**config.mk**
```make
export PLATFORM = sky130hd
export DESIGN_NAME = bgpl_ctrl
export DESIGN_NICKNAME = d
export VERILOG_FILES = /design/src/bgpl_pkg.sv /design/src/bgpl_ctrl.sv
export SDC_FILE = /design/constraint.sdc
export NUM_CORES = 1
export LEC_CHECK = 0
export ABC_CLOCK_PERIOD_IN_PS = 2000
export BUFFER_PORTS_ARGS = -buffer_cell sky130_fd_sc_hd__buf_2
export CAP_MARGIN = 15
export CORE_AREA = 2 2 39 41
export DETAILED_ROUTE_END_ITERATION = 16
export DIE_AREA = 0 0 41 43
export HOLD_SLACK_MARGIN = 0.12
export PLACE_DENSITY = 0.42
export SLEW_MARGIN = 20
export SYNTH_ARGS = -nofsm -noshare
export SYNTH_HDL_FRONTEND = slang
export SYNTH_SLANG_ARGS = --single-unit
```
**constraint.sdc**
```tcl
create_clock -name clk -period 2 [get_ports clk]
set_input_delay 0.6 -clock clk [delete_from_list [all_inputs] [get_ports clk]]
set_output_delay 0.6 -clock clk [all_outputs]
set_load 0.03 [all_outputs]
```
**src/bgpl_pkg.sv**
```systemverilog
`default_nettype none
// ----------------------------------------------------------------------------
// bgpl_pkg: shared types, tables and helpers for the battery gauge
// Holds the two piecewise-linear tables, command and status types.
// ----------------------------------------------------------------------------
package bgpl_pkg;

	localparam int ADC_W = 12;
	localparam int CFG_W = 11;
	localparam int CELLS_W = 4;
	localparam int MV_W = 15;
	localparam int CHG_W = 10;

	localparam int PACK_POINTS = 14;
	localparam int CELL_POINTS = 12;
	localparam int IDX_W = 4;
	localparam int X_W = 15;
	localparam int Y_W = 15;
	// largest segment width in x and rise in y over both tables
	localparam int DX_W = 12;
	localparam int DY_W = 13;
	localparam int PROD_W = 22;

	localparam logic [CFG_W-1:0] SPR_RESET = 11'd1000;
	localparam logic [CELLS_W-1:0] CELLS_RESET = 4'd7;

	localparam logic CFG_SPR = 1'b0;
	localparam logic CFG_CELLS = 1'b1;

	localparam logic [X_W-1:0] PACK_X [PACK_POINTS] = '{
		15'd1732, 15'd2418, 15'd2509, 15'd2600, 15'd2753, 15'd2853, 15'd2889,
		15'd2909, 15'd2936, 15'd2951, 15'd3005, 15'd3068, 15'd3090, 15'd3122};
	localparam logic [Y_W-1:0] PACK_Y [PACK_POINTS] = '{
		15'd14010, 15'd20000, 15'd21000, 15'd22000, 15'd24000, 15'd25470, 15'd26000,
		15'd26400, 15'd26840, 15'd27000, 15'd28000, 15'd29050, 15'd29400, 15'd30000};
	localparam logic [X_W-1:0] CELL_X [CELL_POINTS] = '{
		15'd3000, 15'd3450, 15'd3680, 15'd3740, 15'd3770, 15'd3790,
		15'd3820, 15'd3870, 15'd3920, 15'd3980, 15'd4060, 15'd4200};
	localparam logic [Y_W-1:0] CELL_Y [CELL_POINTS] = '{
		15'd0, 15'd50, 15'd100, 15'd200, 15'd300, 15'd400,
		15'd500, 15'd600, 15'd700, 15'd800, 15'd900, 15'd1000};

	typedef enum logic {TBL_PACK, TBL_CELL} tbl_t;

	typedef enum logic [2:0] {
		OP_NONE,
		OP_ACC,
		OP_AVG_DONE,
		OP_SEARCH,
		OP_LATCH_Y,
		OP_PACK_DONE,
		OP_CELL_DONE,
		OP_CHG_DONE
	} op_t;

	typedef struct packed {
		op_t op;
	} cmd_t;

	typedef struct packed {
		logic last;
		logic div_done;
		logic clamp;
		logic seg;
		tbl_t tsel;
	} stat_t;

	function automatic logic [IDX_W-1:0] tbl_last(tbl_t t);
		logic [IDX_W-1:0] r;
		case (t)
			TBL_PACK: r = IDX_W'(PACK_POINTS - 1);
			TBL_CELL: r = IDX_W'(CELL_POINTS - 1);
			default:  r = IDX_W'(PACK_POINTS - 1);
		endcase
		return r;
	endfunction

	function automatic logic [X_W-1:0] tbl_x(tbl_t t, logic [IDX_W-1:0] i);
		logic [X_W-1:0] r;
		case (t)
			TBL_PACK: r = (i < IDX_W'(PACK_POINTS)) ? PACK_X[i] : PACK_X[PACK_POINTS-1];
			TBL_CELL: r = (i < IDX_W'(CELL_POINTS)) ? CELL_X[i] : CELL_X[CELL_POINTS-1];
			default:  r = PACK_X[0];
		endcase
		return r;
	endfunction

	function automatic logic [Y_W-1:0] tbl_y(tbl_t t, logic [IDX_W-1:0] i);
		logic [Y_W-1:0] r;
		case (t)
			TBL_PACK: r = (i < IDX_W'(PACK_POINTS)) ? PACK_Y[i] : PACK_Y[PACK_POINTS-1];
			TBL_CELL: r = (i < IDX_W'(CELL_POINTS)) ? CELL_Y[i] : CELL_Y[CELL_POINTS-1];
			default:  r = PACK_Y[0];
		endcase
		return r;
	endfunction

endpackage
`default_nettype wire

```
**src/bgpl_ctrl.sv**
```systemverilog
`default_nettype none
// ----------------------------------------------------------------------------
// bgpl_ctrl: gauge controller
// Sequences accumulation, averaging, both table lookups and the output transfer.
// ----------------------------------------------------------------------------
module bgpl_ctrl
	import bgpl_pkg::*;
(
	input wire logic clk,
	input wire logic arst_n,
	input wire logic in_valid,
	output logic in_ready,
	output logic out_valid,
	input wire logic out_ready,
	output cmd_t cmd,
	input wire stat_t stat
);
	typedef enum logic [2:0] {
		ST_IDLE,
		ST_AVG,
		ST_SRCH,
		ST_IDIV,
		ST_POST,
		ST_CDIV
	} state_t;

	state_t state_q;
	logic out_valid_q;

	always_comb begin
		in_ready = 1'b0;
		cmd.op = OP_NONE;
		case (state_q)
			ST_IDLE: begin
				in_ready = ~out_valid_q | out_ready | ~stat.last;
				cmd.op = (in_valid & in_ready) ? OP_ACC : OP_NONE;
			end
			ST_AVG: cmd.op = stat.div_done ? OP_AVG_DONE : OP_NONE;
			ST_SRCH: cmd.op = OP_SEARCH;
			ST_IDIV: cmd.op = stat.div_done ? OP_LATCH_Y : OP_NONE;
			ST_POST: cmd.op = (stat.tsel == TBL_PACK) ? OP_PACK_DONE : OP_CHG_DONE;
			ST_CDIV: cmd.op = stat.div_done ? OP_CELL_DONE : OP_NONE;
			default: cmd.op = OP_NONE;
		endcase
	end

	always_ff @(posedge clk or negedge arst_n) begin
		if (!arst_n) begin
			state_q <= ST_IDLE;
			out_valid_q <= 1'b0;
		end else begin
			if (out_ready) begin
				out_valid_q <= 1'b0;
			end
			case (state_q)
				ST_IDLE: begin
					if (in_valid && in_ready && stat.last) begin
						state_q <= ST_AVG;
					end
				end
				ST_AVG: begin
					if (stat.div_done) begin
						state_q <= ST_SRCH;
					end
				end
				ST_SRCH: begin
					if (stat.clamp) begin
						state_q <= ST_POST;
					end else if (stat.seg) begin
						state_q <= ST_IDIV;
					end
				end
				ST_IDIV: begin
					if (stat.div_done) begin
						state_q <= ST_POST;
					end
				end
				ST_POST: begin
					if (stat.tsel == TBL_PACK) begin
						state_q <= ST_CDIV;
					end else begin
						state_q <= ST_IDLE;
						out_valid_q <= 1'b1;
					end
				end
				ST_CDIV: begin
					if (stat.div_done) begin
						state_q <= ST_SRCH;
					end
				end
				default: state_q <= ST_IDLE;
			endcase
		end
	end

	assign out_valid = out_valid_q;
endmodule
`default_nettype wire

```
==> flow_summary.toml <==
[run]
drv_cap = 0

[timing]
setup_slack_ns = 0.0856
finalHoldViolations = 0
holdWs_ns = 0.165
rsz0062_at_grt = "false"
finalClockSkew_ns = 0.00272
worst_pin_slew_ns = 0.315
fmax_mhz = 522
max_slew_margin_pct = 78.9
period_share_pct = 95.7
post-route-min-period_ns = 1.91
setup_viol = 0
final_max_slew_viol_count = 0
fin_setup_tns_ns = 0

[pwr]
p_per_area_nw_per_um2 = 1870
power_leakage_nw = 0.178
p_total_mw = 0.782
ir_drop_v = 0.000597

[floorplanning]
core-area_um2 = 1380
dieArea_um2 = 1760
chipHeight_um = 43
die_x_um = 41
core.rowCount = 14
start_util_pct = 20.8
io_pins = 14

[place]
dp_hpwl_um = 578
dp_cells = 62
place_congestion = 0.659
dpl_cell_area_um2 = 385
portBuffers = 13
dp_slack_ns = 0.116

[routing]
viasPerCell = 4.98
wl_um = 740
first_pass_iters = 4
drtIter0Drc = 12
drcViolationCount = 0
vias = 324
drtAntennaViolNets = 0
wl_per_cell_um = 11.4

[clock_tree]
cts_tree = "built"
cts_buffers = 3
path_clk_slew_ns = 0.04
clkLatencyLatePin_ns = 0.23
cts_resized = 0
holdBufCountCts = 0
cts_max_path_buffers = 2
htreeDepth = 1
cts.sinks = 4
clockRootBuffer = "clkbuf_4"
cts_setup_buffers = 0

[final_layout]
synthToLayoutAreaGrowth_pct = 45.7
layout.cells.non_filler = 65
final_util_pct = 30.3
fin_nets = 60
num_antenna_cells = 0
finish.instance_area_um2 = 419
drive_gt1_share_pct = 51.0

[grt]
antenna_found_initial = 0
grt_pass1_vias = 311
grt_overflow = 0
grt_usage_pct = 11.2
grt_pass1_wl_mm = 1.26
grt_max_degree = 8

[worst_setup_path]
critPathMaxStageDelay_ns = 0.44
critPathBufInv = 1
cp_max_fo = 7
criticalPathCategory = "reg2out"
critical-path-top-delay-family = "flip-flops"
crit_arrival_ns = 1.31
slowest_stage = "dfrtp_2"
startpoint_type = "flip-flop"
required_ns = 1.40
end_kind = "output port"
cp_cell_sequence = "or2_1 -> a21oi_2 -> a211oi_2 -> buf_2"

[synth]
ys_seq_area_share_pct = 34.8
synth.distinct_cells = 22
synth_top_area_share_pct = 34.8
postSynthAreaPerCell_um2 = 8.72
netlist_area_um2 = 288
syn_inst = 33
synthTopCellsByArea = "dfrtp_1 (35%), o22ai_1 (6.5%), a211oi_1 (5.2%)"
yosys-top-cells-count = "dfrtp_1 (4), nor2_1 (4), o22ai_1 (3)"
syn-num-nets = 42
ys_warn_count = 0
synth-seq-cells = 4
synth_largest_area_cell = "dfrtp_1"
synth_flop_cell = "dfrtp_1"
synth_edf_count = 0
async_flop_share_pct = 100

[run_status]
status = "finished, final reports clean"

[hold_path]
hold_path.class = "in2async"
## registers in the layout, indices dropped and copies added, names as in the netlist
register	cells
state_q	3
out_valid	1
## where the power goes
| part | total, mW | switching (mW) | internal [mW] |
|---|---|---|---|
| Clock | 0.0959 | 0.0291 | 0.0668 |
| Sequential | 0.185 | 0.0621 | 0.123 |
| Combinational | 0.502 | 0.294 | 0.208 |
## final timing paths
check                      slack [ns]    endpoint       start  cells past startpoint
min in group clk                 0.53   out_valid  state_q[0]                      1
max in group asynchronous        1.70  state_q[2]      arst_n                      1
min reg2reg                      0.53   out_valid  state_q[0]                      1
min                              0.17   out_valid      arst_n                      1
max reg2reg                      0.68  state_q[0]  state_q[1]                      4
max                              0.09      cmd[0]  state_q[2]                      4
## final cells by class
cell class,instances,area (µm²)
fillers,156,965
multi-input cells,27,189
well taps,16,20.0
flip-flops and latches,4,103
clock buffers,3,22.5
repair buffers,15,85.1
## per-layer routing
metal | global-route usage (%) | up-vias | share of wire [%] | wire length (µm)
met4 | 8.00 | 0 | 0 | 0
li1 | - | 161 | - | -
met2 | 15.3 | 15 | 47 | 350
met5 | 0 | - | 0 | 0
met3 | 4.71 | 0 | 8.5 | 63
met1 | 13.3 | 148 | 44 | 326
## layout by cell type, fill, tap and decap left out
cell type,instances
o31ai_1,1
nand3b_1,1
nor3b_2,1
buf_2,11
o32ai_1,1
clkbuf_4,4
buf_4,3
nand2b_2,1
nor4b_1,1
a311oi_1,1
dfrtp_1,2
nand2b_1,1
nor2_1,4
a211oi_2,1
or2b_1,1
and2b_2,1
a2111oi_1,1
or2_1,1
o22ai_1,3
a211oi_1,1
a21oi_2,1
nor3_1,2
o21a_1,1
dfrtp_2,2
nand2_1,2
## kinds of logic (layout without fill, tap and decap cells)
family,count (synthesis),after routing,synth area share (%)
AOI/OAI and AO/OA,11,11,28.3
buffers and inverters,2,18,4.35
DFF,4,4,34.8
and+or+nand+nor,16,16,32.6
No activity file was read; power rests on OpenSTA's default activity.
