[config.mk]
export PLATFORM = sky130hd
export DESIGN_NAME = bgpl_dp
export DESIGN_NICKNAME = d
export VERILOG_FILES = /design/src/bgpl_pkg.sv /design/src/bgpl_div.sv /design/src/bgpl_dp.sv
export SDC_FILE = /design/constraint.sdc
export NUM_CORES = 1
export LEC_CHECK = 0
export BUFFER_PORTS_ARGS = -buffer_cell sky130_fd_sc_hd__clkbuf_2
export CAP_MARGIN = 20
export CORE_UTILIZATION = 30
export DETAILED_ROUTE_END_ITERATION = 12
export PLACE_DENSITY = 0.43
export SYNTH_ARGS = -nofsm -noshare
export SYNTH_HDL_FRONTEND = slang
export SYNTH_SLANG_ARGS = --single-unit
[constraint.sdc]
create_clock -name clk -period 12.3 [get_ports clk]
set_clock_uncertainty 0.2 [all_clocks]
set_input_delay 1.23 -clock clk [delete_from_list [all_inputs] [get_ports clk]]
set_output_delay 1.23 -clock clk [all_outputs]
set_load 0.02 [all_outputs]
[src/bgpl_pkg.sv]
`default_nettype none
// ----------------------------------------------------------------------------
// bgpl_pkg: shared types, tables and helpers for the battery gauge
// Holds the two piecewise-linear tables, command and status types.
// ----------------------------------------------------------------------------
package bgpl_pkg;

	localparam int ADC_W = 12;
	localparam int CFG_W = 11;
	localparam int CELLS_W = 4;
	localparam int MV_W = 15;
	localparam int CHG_W = 10;

	localparam int PACK_POINTS = 14;
	localparam int CELL_POINTS = 12;
	localparam int IDX_W = 4;
	localparam int X_W = 15;
	localparam int Y_W = 15;
	// largest segment width in x and rise in y over both tables
	localparam int DX_W = 12;
	localparam int DY_W = 13;
	localparam int PROD_W = 22;

	localparam logic [CFG_W-1:0] SPR_RESET = 11'd1000;
	localparam logic [CELLS_W-1:0] CELLS_RESET = 4'd7;

	localparam logic CFG_SPR = 1'b0;
	localparam logic CFG_CELLS = 1'b1;

	localparam logic [X_W-1:0] PACK_X [PACK_POINTS] = '{
		15'd1732, 15'd2418, 15'd2509, 15'd2600, 15'd2753, 15'd2853, 15'd2889,
		15'd2909, 15'd2936, 15'd2951, 15'd3005, 15'd3068, 15'd3090, 15'd3122};
	localparam logic [Y_W-1:0] PACK_Y [PACK_POINTS] = '{
		15'd14010, 15'd20000, 15'd21000, 15'd22000, 15'd24000, 15'd25470, 15'd26000,
		15'd26400, 15'd26840, 15'd27000, 15'd28000, 15'd29050, 15'd29400, 15'd30000};
	localparam logic [X_W-1:0] CELL_X [CELL_POINTS] = '{
		15'd3000, 15'd3450, 15'd3680, 15'd3740, 15'd3770, 15'd3790,
		15'd3820, 15'd3870, 15'd3920, 15'd3980, 15'd4060, 15'd4200};
	localparam logic [Y_W-1:0] CELL_Y [CELL_POINTS] = '{
		15'd0, 15'd50, 15'd100, 15'd200, 15'd300, 15'd400,
		15'd500, 15'd600, 15'd700, 15'd800, 15'd900, 15'd1000};

	typedef enum logic {TBL_PACK, TBL_CELL} tbl_t;

	typedef enum logic [2:0] {
		OP_NONE,
		OP_ACC,
		OP_AVG_DONE,
		OP_SEARCH,
		OP_LATCH_Y,
		OP_PACK_DONE,
		OP_CELL_DONE,
		OP_CHG_DONE
	} op_t;

	typedef struct packed {
		op_t op;
	} cmd_t;

	typedef struct packed {
		logic last;
		logic div_done;
		logic clamp;
		logic seg;
		tbl_t tsel;
	} stat_t;

	function automatic logic [IDX_W-1:0] tbl_last(tbl_t t);
		logic [IDX_W-1:0] r;
		case (t)
			TBL_PACK: r = IDX_W'(PACK_POINTS - 1);
			TBL_CELL: r = IDX_W'(CELL_POINTS - 1);
			default:  r = IDX_W'(PACK_POINTS - 1);
		endcase
		return r;
	endfunction

	function automatic logic [X_W-1:0] tbl_x(tbl_t t, logic [IDX_W-1:0] i);
		logic [X_W-1:0] r;
		case (t)
			TBL_PACK: r = (i < IDX_W'(PACK_POINTS)) ? PACK_X[i] : PACK_X[PACK_POINTS-1];
			TBL_CELL: r = (i < IDX_W'(CELL_POINTS)) ? CELL_X[i] : CELL_X[CELL_POINTS-1];
			default:  r = PACK_X[0];
		endcase
		return r;
	endfunction

	function automatic logic [Y_W-1:0] tbl_y(tbl_t t, logic [IDX_W-1:0] i);
		logic [Y_W-1:0] r;
		case (t)
			TBL_PACK: r = (i < IDX_W'(PACK_POINTS)) ? PACK_Y[i] : PACK_Y[PACK_POINTS-1];
			TBL_CELL: r = (i < IDX_W'(CELL_POINTS)) ? CELL_Y[i] : CELL_Y[CELL_POINTS-1];
			default:  r = PACK_Y[0];
		endcase
		return r;
	endfunction

endpackage
`default_nettype wire

[src/bgpl_div.sv]
`default_nettype none
// ----------------------------------------------------------------------------
// bgpl_div: shared restoring divider
// Unsigned, one quotient bit per cycle; done pulses once the quotient is ready.
// ----------------------------------------------------------------------------
module bgpl_div #(
	parameter int DVD_W = 23,
	parameter int DVS_W = 11
) (
	input wire logic clk,
	input wire logic arst_n,
	input wire logic start,
	input wire logic [DVD_W-1:0] dividend,
	input wire logic [DVS_W-1:0] divisor,
	output logic [DVD_W-1:0] quotient,
	output logic done
);
	localparam int CNT_W = $clog2(DVD_W + 1);

	logic [DVS_W-1:0] rem_q;
	logic [DVD_W-1:0] quo_q;
	logic [DVS_W-1:0] den_q;
	logic [CNT_W-1:0] cnt_q;
	logic busy_q;
	logic done_q;
	logic [DVS_W:0] shifted;
	logic [DVS_W:0] diff;
	logic ge;

	assign shifted = {rem_q, quo_q[DVD_W-1]};
	assign diff = shifted - {1'b0, den_q};
	assign ge = ~diff[DVS_W];

	always_ff @(posedge clk or negedge arst_n) begin
		if (!arst_n) begin
			busy_q <= 1'b0;
			done_q <= 1'b0;
			cnt_q <= '0;
		end else begin
			done_q <= 1'b0;
			if (start) begin
				busy_q <= 1'b1;
				cnt_q <= CNT_W'(DVD_W);
			end else if (busy_q) begin
				cnt_q <= cnt_q - 1'b1;
				if (cnt_q == CNT_W'(1)) begin
					busy_q <= 1'b0;
					done_q <= 1'b1;
				end
			end
		end
	end

	always_ff @(posedge clk) begin
		if (start) begin
			rem_q <= '0;
			quo_q <= dividend;
			den_q <= divisor;
		end else if (busy_q) begin
			rem_q <= ge ? diff[DVS_W-1:0] : shifted[DVS_W-1:0];
			quo_q <= {quo_q[DVD_W-2:0], ge};
		end
	end

	assign quotient = quo_q;
	assign done = done_q;
endmodule
`default_nettype wire

[src/bgpl_dp.sv]
`default_nettype none
// ----------------------------------------------------------------------------
// bgpl_dp: gauge datapath
// Sample accumulator, table segment search, interpolation and output registers.
// ----------------------------------------------------------------------------
module bgpl_dp
	import bgpl_pkg::*;
#(
	parameter int CNT_W = 11,
	parameter int DVD_W = 23,
	parameter int DVS_W = 11
) (
	input wire logic clk,
	input wire logic arst_n,
	input wire cmd_t cmd,
	output stat_t stat,
	input wire logic [CNT_W-1:0] target,
	input wire logic [CELLS_W-1:0] cells,
	input wire logic [ADC_W-1:0] adc_sample,
	output logic [ADC_W-1:0] average_adc,
	output logic [MV_W-1:0] battery_millivolts,
	output logic [MV_W-1:0] cell_millivolts,
	output logic [CHG_W-1:0] charge_tenths_percent
);
	localparam int SUM_W = CNT_W + ADC_W;

	logic [SUM_W-1:0] sum_q;
	logic [CNT_W-1:0] taken_q;
	logic [ADC_W-1:0] avg_q;
	logic [MV_W-1:0] pack_q;
	logic [MV_W-1:0] cell_q;
	logic [X_W-1:0] x_q;
	logic [IDX_W-1:0] idx_q;
	tbl_t tsel_q;
	logic [Y_W-1:0] lo_q;
	logic [Y_W-1:0] y_q;
	logic [ADC_W-1:0] avg_out_q;
	logic [MV_W-1:0] pack_out_q;
	logic [MV_W-1:0] cell_out_q;
	logic [CHG_W-1:0] chg_out_q;

	logic [SUM_W-1:0] sum_next;
	logic last;
	logic [X_W-1:0] x_first, x_end, x_lo, x_hi;
	logic [Y_W-1:0] y_lo, y_hi;
	logic clamp_lo, clamp_hi, clamp, seg;
	logic [DX_W-1:0] dx;
	logic [DY_W-1:0] dy;
	logic [DX_W+DY_W-1:0] prod;
	logic div_start;
	logic [DVD_W-1:0] div_dvd;
	logic [DVS_W-1:0] div_dvs;
	logic [DVD_W-1:0] quot;
	logic div_done;
	logic [ADC_W-1:0] avg_clamped;
	logic [CELLS_W-1:0] cells_fix;

	assign sum_next = sum_q + SUM_W'(adc_sample);
	assign last = ({1'b0, taken_q} + 1'b1) >= {1'b0, target};
	assign cells_fix = (cells == '0) ? CELLS_W'(1) : cells;

	assign x_first = tbl_x(tsel_q, '0);
	assign x_end = tbl_x(tsel_q, tbl_last(tsel_q));
	assign x_lo = tbl_x(tsel_q, idx_q - 1'b1);
	assign x_hi = tbl_x(tsel_q, idx_q);
	assign y_lo = tbl_y(tsel_q, idx_q - 1'b1);
	assign y_hi = tbl_y(tsel_q, idx_q);
	assign clamp_lo = x_q <= x_first;
	assign clamp_hi = x_q >= x_end;
	assign clamp = clamp_lo | clamp_hi;
	assign seg = ~clamp & (x_q <= x_hi);

	assign dx = DX_W'(x_q - x_lo);
	assign dy = DY_W'(y_hi - y_lo);
	assign prod = dx * dy;

	assign avg_clamped = (quot > DVD_W'({ADC_W{1'b1}})) ? {ADC_W{1'b1}} : quot[ADC_W-1:0];

	always_comb begin
		div_start = 1'b0;
		div_dvd = DVD_W'(sum_next);
		div_dvs = DVS_W'(target);
		case (cmd.op)
			OP_ACC: begin
				div_start = last;
			end
			OP_SEARCH: begin
				div_start = seg;
				div_dvd = DVD_W'(prod[PROD_W-1:0]);
				div_dvs = DVS_W'(x_hi - x_lo);
			end
			OP_PACK_DONE: begin
				div_start = 1'b1;
				div_dvd = DVD_W'(y_q);
				div_dvs = DVS_W'(cells_fix);
			end
			default: begin
				div_start = 1'b0;
			end
		endcase
	end

	bgpl_div #(
		.DVD_W(DVD_W),
		.DVS_W(DVS_W)
	) u_div (
		.clk(clk),
		.arst_n(arst_n),
		.start(div_start),
		.dividend(div_dvd),
		.divisor(div_dvs),
		.quotient(quot),
		.done(div_done)
	);

	always_ff @(posedge clk or negedge arst_n) begin
		if (!arst_n) begin
			sum_q <= '0;
			taken_q <= '0;
			tsel_q <= TBL_PACK;
		end else begin
			case (cmd.op)
				OP_ACC: begin
					if (last) begin
						sum_q <= '0;
						taken_q <= '0;
					end else begin
						sum_q <= sum_next;
						taken_q <= taken_q + 1'b1;
					end
				end
				OP_AVG_DONE: tsel_q <= TBL_PACK;
				OP_CELL_DONE: tsel_q <= TBL_CELL;
				default: begin
					tsel_q <= tsel_q;
				end
			endcase
		end
	end

	always_ff @(posedge clk) begin
		case (cmd.op)
			OP_AVG_DONE: begin
				avg_q <= avg_clamped;
				x_q <= X_W'(avg_clamped);
				idx_q <= IDX_W'(1);
			end
			OP_SEARCH: begin
				if (clamp) begin
					y_q <= clamp_lo ? tbl_y(tsel_q, '0) : tbl_y(tsel_q, tbl_last(tsel_q));
				end else if (seg) begin
					lo_q <= y_lo;
				end else begin
					idx_q <= idx_q + 1'b1;
				end
			end
			OP_LATCH_Y: y_q <= lo_q + quot[Y_W-1:0];
			OP_PACK_DONE: pack_q <= y_q;
			OP_CELL_DONE: begin
				cell_q <= quot[MV_W-1:0];
				x_q <= quot[X_W-1:0];
				idx_q <= IDX_W'(1);
			end
			OP_CHG_DONE: begin
				avg_out_q <= avg_q;
				pack_out_q <= pack_q;
				cell_out_q <= cell_q;
				chg_out_q <= y_q[CHG_W-1:0];
			end
			default: begin
				idx_q <= idx_q;
			end
		endcase
	end

	assign stat.last = last;
	assign stat.div_done = div_done;
	assign stat.clamp = clamp;
	assign stat.seg = seg;
	assign stat.tsel = tsel_q;

	assign average_adc = avg_out_q;
	assign battery_millivolts = pack_out_q;
	assign cell_millivolts = cell_out_q;
	assign charge_tenths_percent = chg_out_q;
endmodule
`default_nettype wire

==> impl_metrics.json <==
{
  "grt_pass1_wl_um": 93200,
  "startpoint_type": "flip-flop",
  "dpl.hpwl_um": 46600,
  "slowest_stage": "o31ai_1",
  "ys_seq_area_frac": 0.336,
  "pin_count": 89,
  "finalWorstSetupSlack_ps": 1310,
  "grt_pass1_vias": 15300,
  "crit_family": "adder cells",
  "arrival_ps": 11070,
  "hold-path-endpoint": "cell_millivolts[6]",
  "ctsResizeCount": 0,
  "area_growth_pct": 11.7,
  "ys_top_cells_by_area": "edfxtp_1 27%, ha_1 11%, fa_1 11%, dfrtp_1 5.4%, inv_1 4.4%",
  "cp_num_buf_inv": 7,
  "worst_slew_pin_slew_ps": 1140,
  "avgSynthCellArea_um2": 9.20,
  "hold_start": "cell_q[6]",
  "hold_class": "flip-flop to flip-flop",
  "drc": 1,
  "cts_max_path_buffers": 3,
  "cts_tree": "built",
  "drv_cap": 0,
  "placement_rows": 93,
  "final_common_cell": "inv_1",
  "syn_inst": 2122,
  "fin_crit_sh": 0.894,
  "max_stage_delay_ps": 840,
  "ant_nets": 0,
  "synth_edf_count": 176,
  "core_region_area_um2": 64300,
  "drtPass1Iterations": 9,
  "finalHoldViolations": 0,
  "async_flop_share": 0.183,
  "finalWirelength_um": 59900,
  "setup_tns_ps": 0,
  "drt-wirelength-per-cell_um": 19.7,
  "h-tree-depth": 1,
  "clk_pin_slew_ps": 60,
  "status": "finished with violations",
  "ff2ff_path_depth": 35,
  "end_kind": "flip-flop",
  "clk_latency_ps": 570,
  "grt_use_total": 0.181,
  "fmax_mhz": 91.0,
  "drive_gt1_frac": 0.106,
  "postCtsSetupBuffers": 0,
  "gp_congestion": 0.914,
  "layout_common_cells": "229 x inv_1, 208 x nand2_1, 183 x nor2_1",
  "regArea_um2": 6560,
  "final_core_util": 0.339,
  "via_count": 15500,
  "ys_types": 86,
  "dpl_worst_slack_ps": 1160,
  "synth_largest_area_cell": "edfxtp_1",
  "multi_input_area_um2": 11700,
  "period_needed_ps": 10990,
  "ctsHoldBuffers": 0,
  "cts_inserted_buffers": 26,
  "slew_viol_final": 0,
  "ff2ff_setup_slack_ps": 1310,
  "crit_fanout": 23,
  "die-area_um2": 66100,
  "synth_top_flop_cell": "edfxtp_1",
  "whs_path_depth": 0,
  "setup_viol": 0,
  "crit_type": "flip-flop to flip-flop",
  "yosysWarnings": 0,
  "clock_sinks": 229,
  "drtIter0Drc": 1213,
  "slew_headroom": 0.234,
  "nets": 2482,
  "antenna_cells": 0,
  "syn_area_um2": 19500,
  "ys_seq_elements": 229,
  "r2r_start": "idx_q[1]",
  "cts_root_buf": "clkbuf_16",
  "place_area_um2": 20900,
  "yosysTopAreaCellShare": 0.271,
  "start_util": 0.303,
  "finalInstanceArea_um2": 21800,
  "grt_max_degree": 77,
  "grt_overflow_total": 0,
  "die_w_um": 257,
  "die_h_um": 257,
  "rr_endpoint": "u_div.quotient[20]",
  "critPathRequiredTime_ps": 12370,
  "fill_cells": 6667,
  "rsz0062_at_grt": "no",
  "crit_top_cell": "inv_1",
  "violations": "DRC",
  "syn-num-nets": 2433,
  "port_buffers": 88,
  "vias_per_cell": 5.10,
  "antenna_found_initial": 0
}
-- per-layer routing --
metal,track usage,up-vias,routed length (µm)
met5,0,-,0
met4,0.0460,0,1380
met3,0.0167,66,2610
met2,0.312,397,29100
met1,0.242,7607,26800
li1,-,7450,-
-- final cells by class --
| type | count | area share |
|---|---|---|
| clock inverters | 18 | 0.00890 |
| well taps | 855 | 0.0491 |
| repair buffers | 124 | 0.0333 |
| clock buffers | 30 | 0.0315 |
| inverters | 232 | 0.0399 |
| flip-flops and latches | 229 | 0.301 |
| multi-input cells | 1558 | 0.536 |
-- worst max-delay path by stage --
stage,start,endpoint,slack (ps),cells past startpoint
5_1_grt,idx_q[1],u_div.quotient[20],590,35
3_5_place_dp,idx_q[1],u_div.quotient[20],1160,31
6_report,idx_q[1],u_div.quotient[20],1310,35
4_1_cts,idx_q[1],u_div.quotient[20],1150,31
2_1_floorplan,idx_q[1],u_div.quotient[21],2430,38
3_3_place_gp,idx_q[1],u_div.quotient[21],1510,31
-- registers in the layout, indices dropped and copies added (netlist names), 4 cells and up --
signal                 count
charge_tenths_percent     10
cell_q                    15
avg_q                     12
cell_millivolts           15
x_q                       15
u_div.quotient            23
pack_q                    15
u_div.den_q               11
y_q                       15
u_div.rem_q               11
lo_q                      14
idx_q                      4
u_div.cnt_q                5
sum_q                     23
average_adc               12
taken_q                   11
battery_millivolts        15
-- stage by stage --
stage | hold slack (ps) | instances
2_1_floorplan | 200 | 2122
3_3_place_gp | 203 | 2994
5_1_grt | 219 | 3046
4_1_cts | 219 | 3043
3_5_place_dp | 205 | 2995
6_report | 216 | 3046
-- synthesized netlist by cell type (all sizes together) (9+ instances only) --
cell    count
a211oi     13
a21o       18
a21oi     144
a221oi      9
a22oi      10
a31oi      14
and2       15
and3       23
buf        24
clkbuf     79
dfrtp      42
dfxtp      11
edfxtp    176
fa        104
ha        175
inv       229
mux2i      13
nand2     208
nand2b     45
nand3      31
nor2      186
nor2b      29
nor3       30
nor4        9
o21a       20
o21ai     137
o21bai     13
o221ai      9
o22ai      30
o31ai      18
or2        38
or3         9
xnor2      68
xor2       40
-- cells by family after synthesis --
family	synth area share
muxes	0.00724
adders and majority gates	0.219
DFF	0.336
buffers and inverters	0.0663
and+or+nand+nor	0.155
AOI/OAI and AO/OA	0.166
xor gates and xnor gates	0.0508
Power is left out: the tool's default activity adds up to more than one toggle a clock period on the data nets, which glitch-free logic cannot reach.
